## src/hw/rtl/bts_pkg.sv

```systemverilog
package bts_pkg;

  localparam int unsigned ActionW = 2;
  localparam int unsigned CoordW  = 24;
  localparam int unsigned ValueW  = 16;
  localparam int unsigned PixW    = 8;

  typedef enum logic [ActionW-1:0] {
    ACT_WRITE  = 2'd0,
    ACT_READ   = 2'd1,
    ACT_FILTER = 2'd2,
    ACT_NONE   = 2'd3
  } act_e;

  // Control of the shared multiply-accumulate unit
  typedef struct packed {
    logic en;
    logic clr;
  } mac_ctrl_t;

endpackage

```

## src/hw/rtl/bts_mac.sv

```systemverilog
module bts_mac import bts_pkg::*; #(
  parameter int unsigned FRAC_BITS = 8
) (
  input  logic                     clk_i,
  input  mac_ctrl_t                ctrl_i,
  input  logic [FRAC_BITS+8:0]     opa_i,
  input  logic [FRAC_BITS:0]       opb_i,
  output logic [2*FRAC_BITS+8:0]   acc_o
);

  localparam int unsigned OpaW  = FRAC_BITS + 9;
  localparam int unsigned OpbW  = FRAC_BITS + 1;
  localparam int unsigned ProdW = OpaW + OpbW;
  localparam int unsigned AccW  = 2 * FRAC_BITS + 9;

  logic [ProdW-1:0] prod;
  logic [AccW-1:0]  acc_q, acc_d;

  assign prod = ProdW'(opa_i) * ProdW'(opb_i);

  always_comb begin
    acc_d = acc_q;
    if (ctrl_i.en) begin
      acc_d = (ctrl_i.clr ? '0 : acc_q) + prod[AccW-1:0];
    end
  end

  always_ff @(posedge clk_i) begin
    acc_q <= acc_d;
  end

  assign acc_o = acc_q;

endmodule

```

## config.mk

```make
export PLATFORM = sky130hd
export DESIGN_NAME = bts_mac
export DESIGN_NICKNAME = d
export VERILOG_FILES = /design/src/hw/rtl/bts_pkg.sv /design/src/hw/rtl/bts_mac.sv
export SDC_FILE = /design/constraint.sdc
export NUM_CORES = 1
export LEC_CHECK = 0
export BUFFER_PORTS_ARGS = -buffer_cell sky130_fd_sc_hd__buf_2
export CAP_MARGIN = 20
export CORE_ASPECT_RATIO = 0.75
export CORE_MARGIN = 2
export CORE_UTILIZATION = 40
export DETAILED_ROUTE_END_ITERATION = 12
export MAX_ROUTING_LAYER = met4
export PLACE_DENSITY = 0.62
export SLEW_MARGIN = 20
export SYNTH_ARGS = -nofsm -noshare
export SYNTH_HDL_FRONTEND = slang
export SYNTH_SLANG_ARGS = --single-unit
```

## constraint.sdc

```tcl
create_clock -name clk_i -period 16.9 [get_ports clk_i]
set_input_delay 2.535 -clock clk_i [delete_from_list [all_inputs] [get_ports clk_i]]
set_output_delay 2.535 -clock clk_i [all_outputs]
set_load 0.05 [all_outputs]
```

Word-level counts from Yosys, hierarchy flattened
Cells that the tools add are included.
Storage, ports and cells
  register bits: 25
  bits of input ports: 29
  output and inout port bits: 25
  logic and storage cells: 4
Cells by class
  add/subtract/negate cells: 1
  multiply operators: 1
  multiplexer cells: 1
Operator list (count)
  adder 25 bit: 1
  multiplier 17 x 9 -> 25 bit: 1
  2-to-1 mux 25 bit: 1

Depth between registers and ports, before layout
  depth after elaboration: 2
  mapped depth: 21

Worst setup path before layout
No wires, ideal clock.
  path kind: input -> register
  start point: in opb_i[0]
  end point: reg acc_q[24], in the netlist acc_o[24], data pin
  setup time: 0.260 ns
  arrival time: 7.251 ns
  data required time: 16.640 ns
  path slack: 9.390 ns
  stages: 19
  buffers on the path: 2
  cell sequence: clkbuf_1 clkbuf_1 nand2_1 fa_1 inv_1 fa_1 fa_1 fa_1 inv_1 fa_1 inv_1 ha_1 a21oi_1 nand2_1 a211o_1 o21ai_1 a21oi_1 a221oi_2 xnor2_1
Between the ends
  longest elaborated chain between the ends: 2
RTL lines
  start, declared: line bts_mac.sv:7  | input logic [FRAC_BITS:0] opb_i,
  multiplier 17 x 9 -> 25 bit: line bts_mac.sv:19  | assign prod = ProdW'(opa_i) * ProdW'(opb_i);
  adder 25 bit: line bts_mac.sv:24  | acc_d = (ctrl_i.clr ? '0 : acc_q) + prod[AccW-1:0];
  end signal, assigned: line bts_mac.sv:29  | acc_q <= acc_d;
  end, declared: line bts_mac.sv:17  | logic [AccW-1:0] acc_q, acc_d;
No other way between the ends.
A chain may end at the register's enable or synchronous reset.

Worst setup path after layout
Ends and elaborated chain as after synthesis.

==> results.sh <==
export IMPL_status="finished clean"
export IMPL_fill_cells=1482
export IMPL_root_buffer="clkbuf_16"
export IMPL_core_area_mm2=0.0152
export IMPL_worstRegToRegCells=11
export IMPL_worst_slew_pin_slew_ns=0.618
export IMPL_min_to="acc_o[0]"
export IMPL_drive_above_1_share_pct=9.50
export IMPL_dp_hpwl_mm=11.6
export IMPL_cts_resized=0
export IMPL_seqCellArea_um2=751
export IMPL_worstPathArrival_ns=7.45
export IMPL_numPortBuffers=53
export IMPL_rr_endpoint="acc_o[23]"
export IMPL_globalRouteTotalUtil_pct=18.7
export IMPL_ys_types=34
export IMPL_num_vias=4320
export IMPL_yosysSeqAreaShare_pct=12.0
export IMPL_synth_xor_area_share_pct=3.65
export IMPL_final_antenna_net_count=0
export IMPL_crit_top_cell="fa_1"
export IMPL_synth_edf_count=25
export IMPL_hp_class="flip-flop to flip-flop"
export IMPL_crit_fanout=17
export IMPL_clk_path_buf_depth=2
export IMPL_max_cap_viol_count=0
export IMPL_period_share_pct=44.1
export IMPL_setup_tns_final_ns=0
export IMPL_clkLatencyLatePin_ns=0.26
export IMPL_drt_wirelength_per_cell_um=15.3
export IMPL_synth_top_family_by_area="adder cells"
export IMPL_regToRegStartpoint="acc_o[1]"
export IMPL_skew_ns=0.00913
export IMPL_fp_dieH_um=112
export IMPL_nNetsFinal=901
export IMPL_hold_path_depth=2
export IMPL_cts_buffers_inserted=3
export IMPL_grt_pass1_wl_mm=24.3
export IMPL_ios=54
export IMPL_yosys_mux_area_fraction_pct=0
export IMPL_slowest_delay_ns=0.56
export IMPL_wirelength_mm=13.8
export IMPL_dr_first_iter_drc_count=191
export IMPL_critPathRequiredTime_ns=16.90
export IMPL_final_min_clock_period_ns=7.44
export IMPL_die_area_mm2=0.0166
export IMPL_yosys_top_cells_area="fa_1 (40%), edfxtp_1 (12%), ha_1 (10%), and2_1 (9.1%), inv_1 (8.0%)"
export IMPL_ys_ff_latch=25
export IMPL_wl_met2_mm=6.02
export IMPL_synth_ff_type="edfxtp_1"
export IMPL_synthTopCellsByCount="inv_1 (133), fa_1 (125), and2_1 (91)"
export IMPL_highest_layer="met4"
export IMPL_antenna_found_initial=0
export IMPL_grt_pass1_vias=4843
export IMPL_rows=39
export IMPL_holdBufCountCts=0
export IMPL_path_cells="buf_2 -> nand2_1 -> fa_1 -> inv_1 -> fa_1 -> fa_1 -> fa_1 -> inv_1 -> fa_1 -> inv_1 -> ha_1 -> a21oi_1 -> nand2_1 -> a211o_1 -> o21ai_1 -> a21oi_1 -> a221oi_2 -> xnor2_1"
export IMPL_antennaDiodeCount=0
export IMPL_setup_viol=0
export IMPL_gp_congestion=0.846
export IMPL_synth_compound_area_share_pct=6.16
export IMPL_slowest_stage="fa_1"
export IMPL_largest_register_ffs=25
export IMPL_finalNonFillerCells=900
export IMPL_die_x_um=148
export IMPL_htreeDepth=1
export IMPL_synth_top_area_share_pct=40.1
export IMPL_timing_critical_path_from="opb_i[0]"
export IMPL_crit_path_start_kind="primary input"
export IMPL_drv_slew=0
export IMPL_yosys_area_top_type="fa_1"
export IMPL_synth_area_mm2=0.00624
export IMPL_synthCells=655
export IMPL_clk_transition_reported_paths_ns=0.07
export IMPL_synth_most_common_cell="inv_1"
export IMPL_wl_met3_um=538
export IMPL_synthArstFlopShare_pct=0
export IMPL_synth_area_per_cell_um2=9.52
export IMPL_path_class="primary input to flip-flop"
export IMPL_area_growth_syn_to_layout_pct=8.67
export IMPL_synthAdderAreaFrac_pct=50.4
export IMPL_hold_start="acc_o[0]"
export IMPL_hold_viol_final=0
export IMPL_grt_max_degree=26
export IMPL_slew_headroom_pct=58.8
export IMPL_cts_tree="built"
export IMPL_start_util_pct=41.0
export IMPL_dr_pass1_iters=4
export IMPL_clock_sinks=25
export IMPL_fmax_mhz=134
export IMPL_drcViolationCount=0
export IMPL_overflow=0
export IMPL_viasPerCell=4.80
export IMPL_rsz0062_at_grt="false"
export IMPL_r2r_slack_ns=13.63
export IMPL_post_cts_buffers=0
export IMPL_synthSimpleGateAreaFrac_pct=18.8
export IMPL_wl_met1_mm=7.12
export IMPL_dp_cells=896
export IMPL_multi_input_area_mm2=0.00492
export IMPL_syn_nets=860
export IMPL_setup_worst_path_end_class="flip-flop"
export IMPL_ys_warn_count=0
==> cell usage in the layout (no fill, tap or decap), types with 2 or more instances in the layout <==
master,netlist,layout
a21boi_0,4,4
o21ai_0,7,7
a31oi_1,2,2
a221oi_2,2,2
clkbuf_16,0,3
nor2_1,15,15
edfxtp_1,25,25
nand2_1,78,78
buf_2,0,53
o21a_1,2,2
ha_1,51,51
xor2_1,7,7
xnor2_1,19,19
nand3_1,3,3
a21o_1,8,8
a21oi_1,18,18
and2_1,91,91
nand2b_1,20,20
nand4_1,4,4
fa_1,125,125
nor2b_1,10,10
inv_1,133,133
a21o_2,2,2
==> worst max-delay path by stage <==
stage / endpoint / slack (ns) / depth (start not counted)
after floorplan: acc_o[24] / 9.39 / 19
after global placement: acc_o[24] / 9.30 / 20
after detailed placement: acc_o[24] / 9.24 / 20
after CTS: acc_o[24] / 9.47 / 18
after global routing: acc_o[24] / 9.15 / 20
final: acc_o[24] / 9.46 / 18
==> worst max-delay path, delay by kind of cell <==
family	cells	cell delay [ns]
adder cells (fa/ha/maj)	6	2.89
AO/OA/AOI/OAI	5	1.29
buffers and inverters	4	0.43
AND/OR/NAND/NOR	2	0.21
XOR/XNOR	1	0.09
==> logic make-up after synthesis <==
kind of cell | Yosys count
xor gates and xnor gates | 26
and+or+nand+nor | 224
AOI/OAI and AO/OA | 54
DFF | 25
buffers and inverters | 150
adders and majority gates | 176
==> metrics by stage <==
step | utilization, % | hold slack, ns | worst slack (ns) | area, µm²
2_1_floorplan | - | 1.02 | 9.39 | 6240
3_3_place_gp | 44.0 | 0.695 | 9.30 | 6690
3_5_place_dp | 44.0 | 0.705 | 9.24 | 6690
4_1_cts | 44.5 | 0.725 | 9.47 | 6780
5_1_grt | 44.5 | 0.768 | 9.15 | 6780
6_report | 44.5 | 0.713 | 9.46 | 6780
==> metal layers <==
| layer | up-vias | track usage (%) |
|---|---|---|
| met5 | - | - |
| met4 | 0 | 2.41 |
| met3 | 7 | 1.18 |
| met2 | 77 | 28.5 |
| met1 | 2170 | 28.4 |
| li1 | 2066 | - |
==> area by class of cell <==
| cell class | count | share of cell area, % |
|---|---|---|
| well taps | 205 | 3.79 |
| inverters | 133 | 7.37 |
| multi-input cells | 480 | 72.6 |
| flip-flops and latches | 25 | 11.1 |
| repair buffers | 53 | 3.91 |
| clock buffers | 3 | 1.11 |
| clock inverters | 1 | 0.111 |
Power is not shown: default switching activity piles up to over one toggle a cycle in this logic, so the estimate is an artifact.
