==> config.mk <==
export PLATFORM = sky130hd
export DESIGN_NAME = bts_ctrl_flat
export DESIGN_NICKNAME = d
export VERILOG_FILES = /design/src/hw/rtl/bts_pkg.sv /design/src/hw/rtl/bts_if.sv /design/src/hw/rtl/bts_ctrl.sv /design/src/flat_wrapper.sv
export SDC_FILE = /design/constraint.sdc
export NUM_CORES = 1
export LEC_CHECK = 0
export ABC_AREA = 1
export BUFFER_PORTS_ARGS = -buffer_cell sky130_fd_sc_hd__buf_2
export CORE_ASPECT_RATIO = 0.8
export CORE_MARGIN = 2
export CORE_UTILIZATION = 55
export CTS_BUF_LIST = sky130_fd_sc_hd__clkbuf_8
export DETAILED_ROUTE_END_ITERATION = 6
export PLACE_DENSITY = 0.88
export REMOVE_ABC_BUFFERS = 1
export SYNTH_ARGS = -nofsm -noshare
export SYNTH_HDL_FRONTEND = slang
export SYNTH_SLANG_ARGS = --single-unit
==> constraint.sdc <==
create_clock -name clk_i -period 5.2 [get_ports clk_i]
set_input_delay 0.26 -clock clk_i [delete_from_list [all_inputs] [get_ports clk_i]]
set_output_delay 0.26 -clock clk_i [all_outputs]
set_load 0.005 [all_outputs]
==> src/hw/rtl/bts_pkg.sv <==
package bts_pkg;

  localparam int unsigned ActionW = 2;
  localparam int unsigned CoordW  = 24;
  localparam int unsigned ValueW  = 16;
  localparam int unsigned PixW    = 8;

  typedef enum logic [ActionW-1:0] {
    ACT_WRITE  = 2'd0,
    ACT_READ   = 2'd1,
    ACT_FILTER = 2'd2,
    ACT_NONE   = 2'd3
  } act_e;

  // Control of the shared multiply-accumulate unit
  typedef struct packed {
    logic en;
    logic clr;
  } mac_ctrl_t;

endpackage

==> src/hw/rtl/bts_if.sv <==
interface bts_req_if import bts_pkg::*; ();
  logic                     valid;
  logic                     ready;
  act_e                     action;
  logic signed [CoordW-1:0] x_coord;
  logic signed [CoordW-1:0] y_coord;
  logic signed [ValueW-1:0] write_value;

  modport source (output valid, action, x_coord, y_coord, write_value, input ready);
  modport sink (input valid, action, x_coord, y_coord, write_value, output ready);
endinterface

interface bts_rsp_if import bts_pkg::*; ();
  logic            valid;
  logic            ready;
  logic [PixW-1:0] pixel_value;

  modport source (output valid, pixel_value, input ready);
  modport sink (input valid, pixel_value, output ready);
endinterface

==> src/hw/rtl/bts_ctrl.sv <==
module bts_ctrl import bts_pkg::*; #(
  parameter int unsigned TEX_WIDTH  = 256,
  parameter int unsigned TEX_HEIGHT = 256,
  parameter int unsigned FRAC_BITS  = 8
) (
  input  logic                                      clk_i,
  input  logic                                      rst_ni,
  bts_req_if.sink                                   req_i,
  bts_rsp_if.source                                 rsp_o,
  output logic                                      mem_we_o,
  output logic [$clog2(TEX_WIDTH)+$clog2(TEX_HEIGHT)-1:0] mem_addr_o,
  output logic [PixW-1:0]                           mem_wdata_o,
  input  logic [PixW-1:0]                           mem_rdata_i,
  output mac_ctrl_t                                 mac_ctrl_o,
  output logic [FRAC_BITS+8:0]                      mac_opa_o,
  output logic [FRAC_BITS:0]                        mac_opb_o,
  input  logic [2*FRAC_BITS+8:0]                    mac_acc_i
);

  localparam int unsigned XW   = $clog2(TEX_WIDTH);
  localparam int unsigned YW   = $clog2(TEX_HEIGHT);
  localparam int unsigned OpaW = FRAC_BITS + 9;
  localparam int unsigned WgtW = FRAC_BITS + 1;
  localparam logic [WgtW-1:0] WgtOne = {1'b1, {FRAC_BITS{1'b0}}};

  typedef enum logic [4:0] {
    ST_IDLE  = 5'b00001,
    ST_WRITE = 5'b00010,
    ST_READ  = 5'b00100,
    ST_FILT  = 5'b01000,
    ST_RESP  = 5'b10000
  } state_e;

  state_e               state_q, state_d;
  logic [2:0]           step_q, step_d;
  logic [CoordW-1:0]    x_q, x_d, y_q, y_d;
  logic [PixW-1:0]      wval_q, wval_d;
  logic [OpaW-1:0]      hrow_q, hrow_d;
  logic [PixW-1:0]      res_q, res_d;
  logic                 out_valid_q, out_valid_d;
  logic [PixW-1:0]      out_pix_q, out_pix_d;

  logic                 req_fire;
  logic [PixW-1:0]      clamped;
  logic [XW-1:0]        ax;
  logic [YW-1:0]        ay;
  logic [WgtW-1:0]      fu, fv, gu, gv;
  logic [OpaW-1:0]      pix_ext;

  assign req_i.ready = (state_q == ST_IDLE);
  assign req_fire    = req_i.valid && req_i.ready;

  // Clamp the signed write value to the pixel range
  always_comb begin
    priority if (req_i.write_value[ValueW-1]) begin
      clamped = '0;
    end else if (|req_i.write_value[ValueW-2:PixW]) begin
      clamped = '1;
    end else begin
      clamped = req_i.write_value[PixW-1:0];
    end
  end

  assign fu      = {1'b0, x_q[FRAC_BITS-1:0]};
  assign fv      = {1'b0, y_q[FRAC_BITS-1:0]};
  assign gu      = WgtOne - fu;
  assign gv      = WgtOne - fv;
  assign pix_ext = OpaW'(mem_rdata_i);

  // Neighbor k of a filtered read sits at (+k[0], +k[1]) from the floor texel
  always_comb begin
    if (state_q == ST_FILT) begin
      ax = x_q[FRAC_BITS +: XW] + XW'(step_q[0]);
      ay = y_q[FRAC_BITS +: YW] + YW'(step_q[1]);
    end else begin
      ax = x_q[XW-1:0];
      ay = y_q[YW-1:0];
    end
  end

  assign mem_addr_o  = {ay, ax};
  assign mem_wdata_o = wval_q;

  always_comb begin
    state_d     = state_q;
    step_d      = step_q;
    x_d         = x_q;
    y_d         = y_q;
    wval_d      = wval_q;
    hrow_d      = hrow_q;
    res_d       = res_q;
    mem_we_o    = 1'b0;
    mac_ctrl_o  = '0;
    mac_opa_o   = pix_ext;
    mac_opb_o   = gu;
    out_valid_d = out_valid_q && !rsp_o.ready;
    out_pix_d   = out_pix_q;

    unique case (state_q)
      ST_IDLE: begin
        if (req_fire) begin
          x_d    = req_i.x_coord;
          y_d    = req_i.y_coord;
          wval_d = clamped;
          step_d = '0;
          unique case (req_i.action)
            ACT_WRITE:  state_d = ST_WRITE;
            ACT_READ:   state_d = ST_READ;
            ACT_FILTER: state_d = ST_FILT;
            ACT_NONE: begin
              res_d   = '0;
              state_d = ST_RESP;
            end
          endcase
        end
      end
      ST_WRITE: begin
        mem_we_o = 1'b1;
        res_d    = wval_q;
        state_d  = ST_RESP;
      end
      ST_READ: begin
        step_d = step_q + 3'd1;
        if (step_q[0]) begin
          res_d   = mem_rdata_i;
          state_d = ST_RESP;
        end
      end
      ST_FILT: begin
        step_d = step_q + 3'd1;
        unique case (step_q)
          3'd0: ;
          3'd1: mac_ctrl_o = '{en: 1'b1, clr: 1'b1};
          3'd2: begin
            mac_ctrl_o = '{en: 1'b1, clr: 1'b0};
            mac_opb_o  = fu;
          end
          3'd3: begin
            // Hold the top row blend while the bottom row starts
            mac_ctrl_o = '{en: 1'b1, clr: 1'b1};
            hrow_d     = mac_acc_i[OpaW-1:0];
          end
          3'd4: begin
            mac_ctrl_o = '{en: 1'b1, clr: 1'b0};
            mac_opb_o  = fu;
          end
          3'd5: begin
            mac_ctrl_o = '{en: 1'b1, clr: 1'b1};
            mac_opa_o  = mac_acc_i[OpaW-1:0];
            mac_opb_o  = fv;
          end
          3'd6: begin
            mac_ctrl_o = '{en: 1'b1, clr: 1'b0};
            mac_opa_o  = hrow_q;
            mac_opb_o  = gv;
          end
          3'd7: begin
            res_d   = mac_acc_i[2*FRAC_BITS +: PixW];
            state_d = ST_RESP;
          end
        endcase
      end
      ST_RESP: begin
        if (!out_valid_q || rsp_o.ready) begin
          out_valid_d = 1'b1;
          out_pix_d   = res_q;
          state_d     = ST_IDLE;
        end
      end
      default: state_d = ST_IDLE;
    endcase
  end

  always_ff @(posedge clk_i or negedge rst_ni) begin
    if (!rst_ni) begin
      state_q     <= ST_IDLE;
      step_q      <= '0;
      out_valid_q <= 1'b0;
    end else begin
      state_q     <= state_d;
      step_q      <= step_d;
      out_valid_q <= out_valid_d;
    end
  end

  always_ff @(posedge clk_i) begin
    x_q       <= x_d;
    y_q       <= y_d;
    wval_q    <= wval_d;
    hrow_q    <= hrow_d;
    res_q     <= res_d;
    out_pix_q <= out_pix_d;
  end

  assign rsp_o.valid       = out_valid_q;
  assign rsp_o.pixel_value = out_pix_q;

`ifndef SYNTHESIS
  a_accept_leaves_idle: assert property (@(posedge clk_i) disable iff (!rst_ni)
    req_fire |=> state_q != ST_IDLE)
    else $error("request accepted but sequencer stayed idle");

  a_write_then_resp: assert property (@(posedge clk_i) disable iff (!rst_ni)
    mem_we_o |=> state_q == ST_RESP && res_q == $past(wval_q))
    else $error("store write not followed by its echo");

  a_filt_ends: assert property (@(posedge clk_i) disable iff (!rst_ni)
    (state_q == ST_FILT && step_q == 3'd7) |=> state_q == ST_RESP)
    else $error("filter sequence overran");

  a_resp_waits: assert property (@(posedge clk_i) disable iff (!rst_ni)
    (state_q == ST_RESP && out_valid_q && !rsp_o.ready) |=>
      state_q == ST_RESP && out_valid_q)
    else $error("result dropped while output register busy");
`endif

endmodule

==> src/flat_wrapper.sv <==
// flat-port wrapper written by rule: the top's interface ports become plain ports
module bts_ctrl_flat import bts_pkg::*;
#(
  parameter int unsigned TEX_WIDTH  = 256,
  parameter int unsigned TEX_HEIGHT = 256,
  parameter int unsigned FRAC_BITS  = 8
)
  (clk_i, rst_ni, mem_we_o, mem_addr_o, mem_wdata_o, mem_rdata_i, mac_ctrl_o, mac_opa_o, mac_opb_o, mac_acc_i, req_i_valid, req_i_action, req_i_x_coord, req_i_y_coord, req_i_write_value, req_i_ready, rsp_o_valid, rsp_o_pixel_value, rsp_o_ready);
  bts_req_if req_i_i ();
  bts_rsp_if rsp_o_i ();
  input  logic clk_i;
  input  logic rst_ni;
  output logic mem_we_o;
  output logic [$clog2(TEX_WIDTH)+$clog2(TEX_HEIGHT)-1:0] mem_addr_o;
  output logic [PixW-1:0] mem_wdata_o;
  input  logic [PixW-1:0] mem_rdata_i;
  output mac_ctrl_t mac_ctrl_o;
  output logic [FRAC_BITS+8:0] mac_opa_o;
  output logic [FRAC_BITS:0] mac_opb_o;
  input  logic [2*FRAC_BITS+8:0] mac_acc_i;
  input wire logic [$bits(req_i_i.valid)-1:0] req_i_valid;
  input wire logic [$bits(req_i_i.action)-1:0] req_i_action;
  input wire logic [$bits(req_i_i.x_coord)-1:0] req_i_x_coord;
  input wire logic [$bits(req_i_i.y_coord)-1:0] req_i_y_coord;
  input wire logic [$bits(req_i_i.write_value)-1:0] req_i_write_value;
  output wire logic [$bits(req_i_i.ready)-1:0] req_i_ready;
  output wire logic [$bits(rsp_o_i.valid)-1:0] rsp_o_valid;
  output wire logic [$bits(rsp_o_i.pixel_value)-1:0] rsp_o_pixel_value;
  input wire logic [$bits(rsp_o_i.ready)-1:0] rsp_o_ready;
  assign req_i_i.valid = req_i_valid;
  assign req_i_i.action = req_i_action;
  assign req_i_i.x_coord = req_i_x_coord;
  assign req_i_i.y_coord = req_i_y_coord;
  assign req_i_i.write_value = req_i_write_value;
  assign req_i_ready = req_i_i.ready;
  assign rsp_o_valid = rsp_o_i.valid;
  assign rsp_o_pixel_value = rsp_o_i.pixel_value;
  assign rsp_o_i.ready = rsp_o_ready;
  bts_ctrl #(.TEX_WIDTH(TEX_WIDTH), .TEX_HEIGHT(TEX_HEIGHT), .FRAC_BITS(FRAC_BITS)) u_core (.clk_i(clk_i), .rst_ni(rst_ni), .req_i(req_i_i), .rsp_o(rsp_o_i), .mem_we_o(mem_we_o), .mem_addr_o(mem_addr_o), .mem_wdata_o(mem_wdata_o), .mem_rdata_i(mem_rdata_i), .mac_ctrl_o(mac_ctrl_o), .mac_opa_o(mac_opa_o), .mac_opb_o(mac_opb_o), .mac_acc_i(mac_acc_i));
endmodule
After elaboration in Yosys (flattened, before gate mapping)
Cells that the tools add are included.
{ "totals": {"register_bits": 82, "in_bits": 103, "output_inout_bits": 63, "wordCells": 78} }
{ "classes": {"addsub": 5, "n_eq_ne": 20, "muxes": 25, "reduce_logical": 19} }
{ "op_table": {"columns": ["operator", "count"], "rows": [
  ["8-bit 2-to-1 mux", 7],
  ["17-bit case mux with 2 select lines", 1],
  ["8-bit case mux with 4 select lines", 1],
  ["9-bit case mux with 3 select lines", 1],
  ["5-bit case mux with 5 select lines", 1],
  ["5-bit 2-to-1 mux", 4],
  ["5-bit case mux with 4 select lines", 1],
  ["9-bit by 8-bit subtractor with 9-bit output (first input constant)", 2],
  ["17-bit 2-to-1 mux", 1],
  ["8-bit by 1-bit adder with 8-bit output", 2],
  ["3-bit equality test (second input constant)", 4],
  ["9-bit 2-to-1 mux", 1],
  ["2-bit AND reduction", 4],
  ["7-bit OR reduction", 1],
  ["3-bit by 2-bit equality test with 1-bit output (second input constant)", 2],
  ["2-bit inequality test (second input constant)", 3],
  ["3-bit case mux with 2 select lines", 1],
  ["3-bit OR reduction", 2],
  ["5-bit by 1-bit equality test with 1-bit output (second input constant)", 1],
  ["5-bit by 2-bit equality test with 1-bit output (second input constant)", 1],
  ["5-bit by 3-bit equality test with 1-bit output (second input constant)", 1],
  ["5-bit by 4-bit equality test with 1-bit output (second input constant)", 1],
  ["5-bit equality test (second input constant)", 1],
  ["5-bit AND reduction", 1],
  ["17 further kinds", 24]
]} }

Depth between registers and ports, before layout
Gate-level depths: netlist (run 1).
{ "depth": {"depth_word": 4, "ltp_mapped": 10, "ltp_nobuf": 10} }

Worst setup path before layout (run 1)
No wires, ideal clock.
{ "synth_timing": {"path_type": "register to register", "start": "reg u_core.state_q[3]", "end": "reg u_core.wval_q[0] (netlist: u_core.mem_wdata_o[0]), enable pin", "arrival_ps": 2464, "t_required_ps": 4762, "path_slack_ps": 2298, "path_stages_with_launch": 4, "path_buffers": 0, "period_less_slack_ps": 2902, "path_cell_list": "dfrtp_1 > nor2_2 > nand4_1 > nor2_1"} }
{ "synth_via": {"elab_chain_len": 3} }
{ "synth_lines": {"columns": ["element", "line", "text"], "rows": [
  ["start, declared", "bts_ctrl.sv:34", "state_e state_q, state_d;"],
  ["start signal, assigned", "bts_ctrl.sv:180", "state_q <= state_d;"],
  ["5-bit by 1-bit equality test with 1-bit output (*)", "bts_ctrl.sv:50, bts_ctrl.sv:99", null],
  ["1-bit logical AND", "bts_ctrl.sv:51", "assign req_fire = req_i.valid && req_i.ready;"],
  ["2-bit AND reduction (no line) (*)", null, null],
  ["end signal, assigned", "bts_ctrl.sv:189", "wval_q <= wval_d;"],
  ["end, declared", "bts_ctrl.sv:37", "logic [PixW-1:0] wval_q, wval_d;"]
]} }
Every way passes the cells marked *; elsewhere a longest branch is shown, timed or not.
A chain may end at the register's enable or synchronous reset.

Worst setup path after layout (run 1)
{ "layout_timing": {"start": "reg u_core.step_q[2]", "end": "out mac_opb_o[1]"} }
{ "layout_via": {"elab_chain_len": 4, "elab_cells_between_ends": 7} }
{ "layout_lines": {"columns": ["element", "line", "text"], "rows": [
  ["start, declared", "bts_ctrl.sv:35", "logic [2:0] step_q, step_d;"],
  ["start signal, assigned", "bts_ctrl.sv:181", "step_q <= step_d;"],
  ["3-bit by 2-bit equality test with 1-bit output / 3-bit equality test (equally long branches)", "bts_ctrl.sv:131", "unique case (step_q)"],
  ["2-bit OR reduction (no line)", null, null],
  ["9-bit case mux with 3 select lines (*)", "bts_ctrl.sv:131", null],
  ["9-bit 2-to-1 mux (*)", "bts_ctrl.sv:99", "unique case (state_q)"],
  ["end, declared", "flat_wrapper.sv:19", "output logic [FRAC_BITS:0] mac_opb_o;"]
]} }
Marked as above.

==> qor.yml, run 1 <==
status: "finished, final reports clean"
io_buffers: 148
timing.fmax_mhz: 323
holdCritPathClass: "primary input to register"
cp.required_ns: 4.94
finalHoldViolations: 0
cpPeakStageDelay_ns: 0.84
drt_first_pass_iters: 6
syn_to_final_growth_pct: 24.3
cts_setup_buffers: 0
synthMostInstantiatedCell: "nand2_1"
globalplace.congestion: 0.885
numCtsBuffers: 9
period_minus_slack_ns: 3.10
grt_overflow_total: 0
cts_buffer_depth: 2
yosys.area_share.simple_pct: 21.8
report.final.setup_viol: 0
crit_slowest_cell: "dfrtp_1"
multi_input_area_sq_um: 1650
yosys.area_share.adder_pct: 3.44
post-place-ws_ns: 2.62
vias: 3980
end_kind: "output pin"
regArea_sq_um: 2420
finalMaxSlewViolations: 0
async_flop_share_pct: 11.0
synth_compound_area_share_pct: 10.2
slew_headroom_pct: 29.7
drive_gt1_share_pct: 27.5
netlist_instances: 488
die-width_um: 104
p_leak_nw: 2.47
num_io_pins: 166
ant_nets: 0
layout_setup_ws_ns: 2.10
wl_per_cell_um: 14.2
hpwl_um: 8100
num_rows: 29
synth_xor_area_share_pct: 2.21
synth_seq_cells: 82
cts-hold-fix-buffers: 1
synth.area.top_cells: "edfxtp_1, nand2_1, inv_1"
ys.flop_type: "edfxtp_1"
synth_top_area_share_pct: 50.2
synth_top_family_by_area: "simple AND/OR/NAND/NOR gates"
arrival_ns: 2.84
post-route-drc-count: 0
die_y_um: 83.7
nNetsFinal: 751
cp_max_fo: 24
placed_cell_area_sq_um: 5190
syn_area_sq_um: 4370
viasPerCell: 5.31
cap_violations: 0
ctsResizeCount: 0
grt_antenna_before_repair: 0
synth_common_cells: "nand2_1, edfxtp_1, inv_1"
grt_pass1_vias: 3709
clock_skew_ns: 0.00869
grt_first_pass_wirelength_um: 17200
yosys.area.top_type: "edfxtp_1"
rsz0062_at_grt: "no"
p_total_w: 0.00220
path_cells: "nand2_1 -> inv_1 -> nand2_1 -> o21ai_0 -> a21oi_1 -> a21oi_1 -> buf_2"
htree_levels: 3
synthMuxAreaShare_pct: 0
ys_seq_area_share_pct: 55.4
insertion_delay_ns: 0.36
worstSetupPathType: "register to output pin"
diodes: 0
ys_warn_count: 0
clkSinkCount: 82
path_clk_slew_ns: 0.09
ys_types: 31
tritoncts: "built"
root_buffer: "clkbuf_8"
syn_area_per_cell_sq_um: 8.95
die_area_sq_um: 8670
cp-start-kind: "register"
fill_cells: 610
tightest_slew_ns: 1.05
grt_usage_pct: 24.9
p_per_area_nw_per_um2: 405
finalWirelength_um: 10700
grt_max_degree: 41
post-route-period-util_pct: 59.5
drt-initial-drc-count: 349
synth_edf_count: 73
setup_tns_ns: 0
start_util_pct: 56.0
core_area_sq_um: 7800
vdd_ir_drop_max_uv: 242
design_area_sq_um: 5430
==> power by group <==
group | internal, W | leakage [nW] | switching [W]
Combinational | 0.000224 | 1.56 | 0.000434
Clock | 0.000274 | 0.109 | 0.000240
Sequential | 0.000930 | 0.792 | 0.0000972
Total | 0.00143 | 2.47 | 0.000771
==> through the flow <==
stage,util [%],hold slack [ns],std cells
finish,69.6,0.0727,749
global route,69.6,0.0513,749
CTS,69.6,0.0543,749
detailed placement,66.6,0.127,732
global placement,66.6,0.122,732
floorplan,-,-0.0356,475
==> worst paths after layout <==
path                                   start                           to  slack (ns)  cells past startpoint
min in group asynchronous             rst_ni           u_core.rsp_o.valid        0.28                      2
min reg2reg                  u_core.res_q[3]  u_core.rsp_o.pixel_value[3]        0.42                      0
min                        req_i_x_coord[14]               u_core.x_q[14]        0.07                      1
max in group asynchronous             rst_ni            u_core.state_q[0]        4.68                      2
max                         u_core.step_q[2]                 mac_opb_o[1]        2.10                      7
max reg2reg                u_core.state_q[0]              u_core.res_q[3]        2.94                      5
==> area by class of cell <==
type                            instances  share of cell area (%)
Inverter                               64                    4.43
Sequential cell                        82                    44.6
Timing Repair Buffer                  150                    14.0
Clock buffer                            9                    2.28
Multi-Input combinational cell        329                    30.4
Clock inverter                          7                    1.84
Tap cell                              108                    2.49
==> placed cells by master (no fill, tap or decap), drive strengths merged <==
| cell | instances |
|---|---|
| o22ai | 1 |
| a21oi | 25 |
| ha | 12 |
| o21ai | 44 |
| dlygate4sd3 | 1 |
| buf | 149 |
| xor2 | 6 |
| o21bai | 1 |
| bufinv | 2 |
| clkinvlp | 1 |
| nor2 | 42 |
| nor4 | 1 |
| inv | 65 |
| clkbuf | 9 |
| dfstp | 1 |
| nand3 | 46 |
| dfrtp | 8 |
| nand3b | 1 |
| xnor2 | 5 |
| nor3 | 3 |
| a31oi | 1 |
| clkinv | 3 |
| edfxtp | 73 |
| o31ai | 1 |
| nand2 | 127 |
| nand4 | 5 |
| o211ai | 8 |
==> routing by layer <==
| layer | track usage, % | routed length [um] |
|---|---|---|
| met4 | 9.95 | 227 |
| met2 | 41.5 | 5110 |
| met1 | 31.7 | 4310 |
| met5 | 0 | 0 |
| met3 | 5.93 | 1000 |
==> flip-flops by register name, indices dropped and copies added (netlist names) <==
| name | cells |
|---|---|
| u_core.hrow_q | 17 |
| u_core.rsp_o.pixel_value | 8 |
| u_core.x_q | 16 |
| u_core.res_q | 8 |
| u_core.mem_wdata_o | 8 |
| u_core.state_q | 5 |
| u_core.step_q | 3 |
| u_core.y_q | 16 |
| u_core.rsp_o.valid | 1 |
==> kinds of logic (layout without fill, tap and decap cells) <==
family                     after synthesis  in the layout
adders and majority gates               12             12
and+or+nand+nor                        225            225
AOI/OAI and AO/OA                       81             81
xor gates and xnor gates                11             11
buffers and inverters                   77            230
DFF                                     82             82
==> worst max-delay path, delay by kind of cell, from the launching register on <==
family | cells | cell delay (ns)
AO/OA/AOI/OAI | 3 | 0.42
buffers and inverters | 2 | 0.81
flip-flops | 1 | 0.84
AND/OR/NAND/NOR | 2 | 0.40
No activity file was read; power rests on OpenSTA's default activity.
==> inputs of run 2 (changes only) <==
Settings changed: ABC_AREA 1 to 0, CORE_UTILIZATION 55 to 50, PLACE_DENSITY 0.88 to 0.82.
Clock period 5.2 ns to 2.9 ns, I/O delays scaled along.
==> run 2 against run 1 <==
Power is 62% higher. Clock power is 58% higher. Final area is 6.1% higher. Worst setup slack worse by 1.8 ns. Critical endpoint is now mac_opb_o[2]. Register-to-register slack worse by 2.3 ns. Count of clock-buffer cells in the layout stayed put. Largest power group unchanged. Sequential power is 75% higher. Non-clock buffer count is 56 higher. Via count is 5.6% lower. Critical path depth stayed put.
==> qor.yml, run 2 <==
clkSinkCount: 82  # unchanged
drt_first_pass_iters: 5  # -1
die_area_sq_um: 9110  # +5.0%
viasPerCell: 5.52  # +3.8%
drive_gt1_share_pct: 31.1  # +3.6 points
synth_seq_cells: 82  # unchanged
end_kind: "output pin"
p_leak_nw: 2.48  # +0.64%
placed_cell_area_sq_um: 5030  # -3.1%
ys_types: 51  # +65%
report.final.setup_viol: 0  # unchanged
design_area_sq_um: 5760  # +6.1%
grt_max_degree: 46  # +12%
die_y_um: 85.8  # +2.5%
grt_first_pass_wirelength_um: 18100  # +5.5%
nNetsFinal: 683  # -9.1%
min-delay-start: "req_i_action[0]"
drt-initial-drc-count: 272  # -22%
hold_end: "u_core.state_q[3]"
worstSetupPathType: "register to output pin"
htree_levels: 3  # unchanged
p_per_area_nw_per_um2: 619  # +53%
cp-start-kind: "register"
top_regs: "u_core.hrow_q x17, u_core.x_q x16, u_core.y_q x16"
r2r_end: "u_core.res_q[6]"
post-route-period-util_pct: 90.3
top_register: "u_core.hrow_q"
hpwl_um: 7870  # -2.8%
slew_headroom_pct: 28.5  # -1.2 points
ant_nets: 0  # unchanged
post-route-drc-count: 0  # unchanged
synth.area.top_cells: "edfxtp_1, dfrtp_1, ha_1"
root_buffer: "clkbuf_8"
cp_max_fo: 7  # -71%
start_util_pct: 52.1  # -3.9 points
tritoncts: "built"
rrSetupSlack_ns: 0.60  # -2.34 ns
clock_skew_ns: 0.00831  # -0.000379 ns
ys_warn_count: 0  # unchanged
synth_top_area_share_pct: 52.5  # +2.3 points
io_buffers: 148  # unchanged
rr_worst_depth: 4  # -1
largest_register_ff_count: 17  # unchanged
synthMostInstantiatedCell: "edfxtp_1"
diodes: 0  # unchanged
grt_usage_pct: 25.9  # +0.99 points
grt_overflow_total: 0  # unchanged
syn_area_sq_um: 4180  # -4.3%
num_rows: 29  # unchanged
netlist_instances: 367  # -25%
period_minus_slack_ns: 2.62
grt_antenna_before_repair: 0  # unchanged
finalWirelength_um: 11600  # +8.5%
arrival_ns: 2.47  # -0.37 ns
finalMaxSlewViolations: 0  # unchanged
cap_violations: 0  # unchanged
layout_commonest_cell: "buf_2"
vias: 3757  # -5.6%
ctsResizeCount: 0  # unchanged
die-width_um: 106  # +2.5%
insertion_delay_ns: 0.36  # about the same
whs_path_depth: 2  # +1
rsz0062_at_grt: "no"
setup_tns_ns: 0  # unchanged
tightest_slew_ns: 1.06  # +0.0121 ns
wl_per_cell_um: 17.0  # +19%
cp.required_ns: 2.76  # -2.18 ns
num_io_pins: 166  # unchanged
synth_edf_count: 73  # unchanged
cts_buffer_depth: 2  # unchanged
timing.fmax_mhz: 382
vdd_ir_drop_max_uv: 487  # +100%
globalplace.congestion: 0.880  # -0.53%
status: "finished, final reports clean"
final_cell_mix: "buf_2, edfxtp_1, dlygate4sd3_1"
numCtsBuffers: 9  # unchanged
synth_common_cells: "edfxtp_1, nand2_1, inv_1"
async_flop_share_pct: 11.0  # unchanged
core_area_sq_um: 8020  # +2.8%
path_clk_slew_ns: 0.08  # about the same
reg2reg_from: "u_core.state_q[3]"
yosys.area.top_type: "edfxtp_1"
fin_util_pct: 71.8  # +2.2 points
syn_area_per_cell_sq_um: 11.4  # +27%
ys_seq_area_share_pct: 57.9  # +2.5 points
ys.flop_type: "edfxtp_1"
grt_pass1_vias: 3762  # +1.4%
syn_to_final_growth_pct: 37.8
finalHoldViolations: 0  # unchanged
holdCritPathClass: "primary input to register"
[run 2: cell types whose count changed in the layout (fill, tap and decap cells not counted), sizes merged, moves of 9 or more]
cell / before / now
inv: 65 / 30
nand3: 46 / 13
a222oi: 0 / 9
nor2: 42 / 20
o21ai: 44 / 20
nand2: 127 / 33
a22oi: 0 / 17
dlygate4sd3: 1 / 53
[run 2: worst max-delay path by stage]
stage	startpoint	to	slack, ns	depth (start not counted)
3_5_place_dp	u_core.step_q[0]	u_core.res_q[3]	0.58	4
2_1_floorplan	u_core.state_q[0]	u_core.res_q[0]	0.31	4
4_1_cts	u_core.step_q[0]	mac_opb_o[2]	0.28	7
3_3_place_gp	u_core.step_q[0]	u_core.res_q[6]	0.70	4
5_1_grt	u_core.step_q[0]	mac_opb_o[2]	0.09	7
6_report	u_core.step_q[0]	mac_opb_o[2]	0.28	7
[run 2: report_power, final]
part,internal [W],total (W),switching (W)
combinational,0.000429,0.000950,0.000522
clock,0.000396,0.000814,0.000418
sequential,0.00162,0.00180,0.000182
[run 2: critical path: stages, from the launching register on]
cell and delay, ns:
dfrtp_1 0.48, inv_1 0.16, ha_1 0.27, mux2i_1 0.13
a2111oi_2 0.62, a21oi_1 0.08, o221ai_1 0.23, buf_2 0.16
[run 2: routing by layer]
| layer | track usage, % | vias up | routed length [um] |
|---|---|---|---|
| met5 | 0 | - | 0 |
| met2 | 48.0 | 155 | 6010 |
| met4 | 4.90 | 0 | 91 |
| met1 | 29.8 | 1797 | 4650 |
| met3 | 8.13 | 9 | 810 |
| li1 | - | 1796 | - |
[run 2: cell type report]
cell class	count	area [sq um]
sequential	82	2420
inverter	29	109
timing repair buffer	206	1320
multi-input combinational	240	1580
clock inverter	7	68.8
clock buffer	9	124
fill	579	2260
tap	108	135
[run 2: kinds of logic after synthesis]
logic type                 count (synthesis)  share of synthesized area (%)
and+or+nand+nor                          113                           13.6
DFF                                       82                           57.9
AOI/OAI and AO/OA                         98                           16.9
adders and majority gates                 12                           3.59
xor gates and xnor gates                  13                           2.73
muxes                                      4                           1.02
buffers and inverters                     45                           4.28
[run 2: what timing repair did]
| item | CTS | global route |
|---|---|---|
| setup buffers | 0 | 0 |
| hold endpoints to repair | 60 | 0 |
| hold buffers | 53 | 0 |
[run 2: through the flow]
stage / std cells / hold WS, ns / total power [W] / worst slack (ns)
5_1_grt: 681 / 0.0339 / 0.00377 / 0.0884
3_3_place_gp: 612 / 0.00172 / 0.00266 / 0.695
4_1_cts: 681 / 0.0327 / 0.00357 / 0.280
3_5_place_dp: 612 / 0.00954 / 0.00271 / 0.576
6_report: 681 / 0.0420 / 0.00357 / 0.282
2_1_floorplan: 351 / -0.151 / 0.00228 / 0.311
==> inputs of run 3 (changes only) <==
Settings changed: CORE_UTILIZATION 50 to 25, PLACE_DENSITY 0.82 to unset.
==> run 3 against run 2 <==
Critical path depth is the same. Combinational power is 0.4% lower. Critical endpoint unchanged. Non-clock buffer count rose by 1. Die area is 95% higher. Worst setup slack improved by 0.044 ns. Count of clock-buffer cells in the layout did not move. Clock power increased by 4.2%. Utilization decreased by 36 points. Via count fell by 1.1%. Critical path type unchanged. Worst hold slack better by 0.0015 ns. Highest routed layer unchanged.
==> qor.yml, run 3 (same netlist as run 2, synthesis figures left out) <==
cp_max_fo: 7  # unchanged
grt_max_degree: 46  # unchanged
finalMaxSlewViolations: 0  # unchanged
p_per_area_nw_per_um2: 609  # -1.7%
cap_violations: 0  # unchanged
fin_cells: 794  # +17%
p_clk_share_pct: 23.6  # +0.8 points
syn_to_final_growth_pct: 41.6
period_minus_slack_ns: 2.57  # -0.0439 ns
post-route-period-util_pct: 88.8  # -1.5 points
post-route-drc-count: 0  # unchanged
top_register: "u_core.hrow_q"
r2r_end: "u_core.res_q[2]"
num_io_pins: 166  # unchanged
drive_gt1_share_pct: 31.7  # +0.64 points
power_frac_comb_pct: 26.3  # -0.4 points
setup_tns_ns: 0  # unchanged
clkSinkCount: 82  # unchanged
grt_pass1_vias: 3696  # -1.8%
cts_buffer_depth: 2  # unchanged
worstSetupPathType: "register to output pin"
drt-initial-drc-count: 298  # +9.6%
end_kind: "output pin"
grt_usage_pct: 13.9  # -12 points
clock_skew_ns: 0.00942  # +0.00112 ns
rsz0062_at_grt: "no"
p_int_w: 0.00244  # -0.11%
die_y_um: 120  # +39%
diodes: 0  # unchanged
crit_end: "mac_opb_o[2]"
placed_cell_area_sq_um: 5170  # +2.7%
num_rows: 42  # +45%
largest_register_ff_count: 17  # unchanged
die-width_um: 149  # +40%
grt_overflow_total: 0  # unchanged
cts_setup_buffers: 0  # unchanged
route.met2.wl_um: 5900  # -1.8%
viasPerCell: 4.68  # -15%
layout_commonest_cell: "buf_2"
grt_antenna_before_repair: 0  # unchanged
holdCritPathClass: "primary input to register"
placed_cells: 725  # +18%
top_regs: "u_core.hrow_q x17, u_core.x_q x16, u_core.y_q x16"
slew_headroom_pct: 23.0  # -5.5 points
report.final.setup_viol: 0  # unchanged
vdd_ir_drop_max_uv: 288  # -41%
design_area_sq_um: 5910  # +2.7%
path_clk_slew_ns: 0.09  # about the same
grt_first_pass_wirelength_um: 19200  # +5.6%
drt_first_pass_iters: 5  # unchanged
highest_layer: "met4"
timing.fmax_mhz: 388  # +1.7%
sw_frac_of_total_pct: 32.2  # +0.72 points
met1Wirelength_um: 5650  # +22%
core_area_sq_um: 16400  # +110%
globalplace.congestion: 0.878  # -0.25%
hpwl_um: 9170  # +17%
vias: 3714  # -1.1%
status: "finished, final reports clean"
htree_levels: 3  # unchanged
finalHoldViolations: 0  # unchanged
numCtsBuffers: 9  # unchanged
pwr-share-seq_pct: 50.2  # -0.3 points
p_switching_w: 0.00116  # +3.3%
wl_per_cell_um: 15.8  # -7.0%
arrival_ns: 2.43  # -0.04 ns
final_cell_mix: "buf_2, edfxtp_1, dlygate4sd3_1"
rrSetupSlack_ns: 0.51  # -0.09 ns
ant_nets: 0  # unchanged
cp.required_ns: 2.76  # about the same
nNetsFinal: 684  # +0.15%
cp-start-kind: "register"
cp-startpoint: "u_core.step_q[0]"
die_area_sq_um: 17800  # +95%
p_leak_nw: 2.48  # about the same
finalWirelength_um: 12500  # +8.4%
rr_worst_depth: 4  # unchanged
reg2reg_from: "u_core.step_q[0]"
root_buffer: "clkbuf_8"
insertion_delay_ns: 0.35  # about the same
tightest_slew_ns: 1.15  # +0.0813 ns
start_util_pct: 25.4  # -27 points
tritoncts: "built"
io_buffers: 148  # unchanged
wl_met3_um: 881  # +8.8%
[run 3: cell count changes in the layout (fill, tap and decap cells not counted), sizes merged]
cell / change
buf: +1
clkinv: -1
clkinvlp: +1
[run 3: worst min path at each step]
stage,start,to,depth (start not counted)
after CTS,req_i_action[0],u_core.state_q[3],2
after floorplan,rst_ni,u_core.rsp_o.valid,0
final,req_i_action[0],u_core.state_q[3],2
after global placement,rst_ni,u_core.rsp_o.valid,1
after detailed placement,rst_ni,u_core.rsp_o.valid,1
after global routing,req_i_action[0],u_core.state_q[3],2
[run 3: cell type report]
type	instances	area [sq um]
well taps	220	275
repair buffers	207	1320
clock inverters	7	77.6
flip-flops and latches	82	2420
clock buffers	9	124
inverters	29	109
fillers	1631	10500
multi-input cells	240	1590
[run 3: per-layer routing]
| layer | track usage [%] | vias up |
|---|---|---|
| met5 | 0 | - |
| met4 | 3.15 | 0 |
| met3 | 3.54 | 12 |
| met2 | 23.8 | 170 |
| met1 | 17.7 | 1734 |
| li1 | - | 1798 |
[run 3: worst max-delay path: stages (launching register included)]
cell and delay (ns):
dfrtp_1 0.49, inv_1 0.16, ha_1 0.27, mux2i_1 0.16, a2111oi_4 0.50, a21oi_1 0.08, o221ai_1 0.25, buf_2 0.17
[run 3: per-stage QoR]
step	power (W)	util (%)	setup WS (ns)	hold slack, ns
after floorplan	0.00228	-	0.311	-0.151
after global placement	0.00270	31.4	0.563	0.00625
after detailed placement	0.00273	31.4	0.493	0.00960
after CTS	0.00365	35.9	0.143	0.0140
after global routing	0.00382	36.0	0.101	0.0378
final	0.00360	36.0	0.326	0.0435
[run 3: power groups by stage]
stage / clock network, W / registers, W / logic [W]
after floorplan: 0 / 0.00178 / 0.000508
after global placement: 0 / 0.00182 / 0.000885
after detailed placement: 0 / 0.00183 / 0.000901
after CTS: 0.000881 / 0.00180 / 0.000962
after global routing: 0.000924 / 0.00184 / 0.00106
final: 0.000848 / 0.00181 / 0.000946
[run 3: repair_timing]
| item | in CTS | in global routing |
|---|---|---|
| gates resized for setup | 0 | 2 |
| endpoints found under the hold margin | 60 | 0 |
| hold buffers | 53 | 0 |
| endpoints found under the setup margin | 0 | 2 |
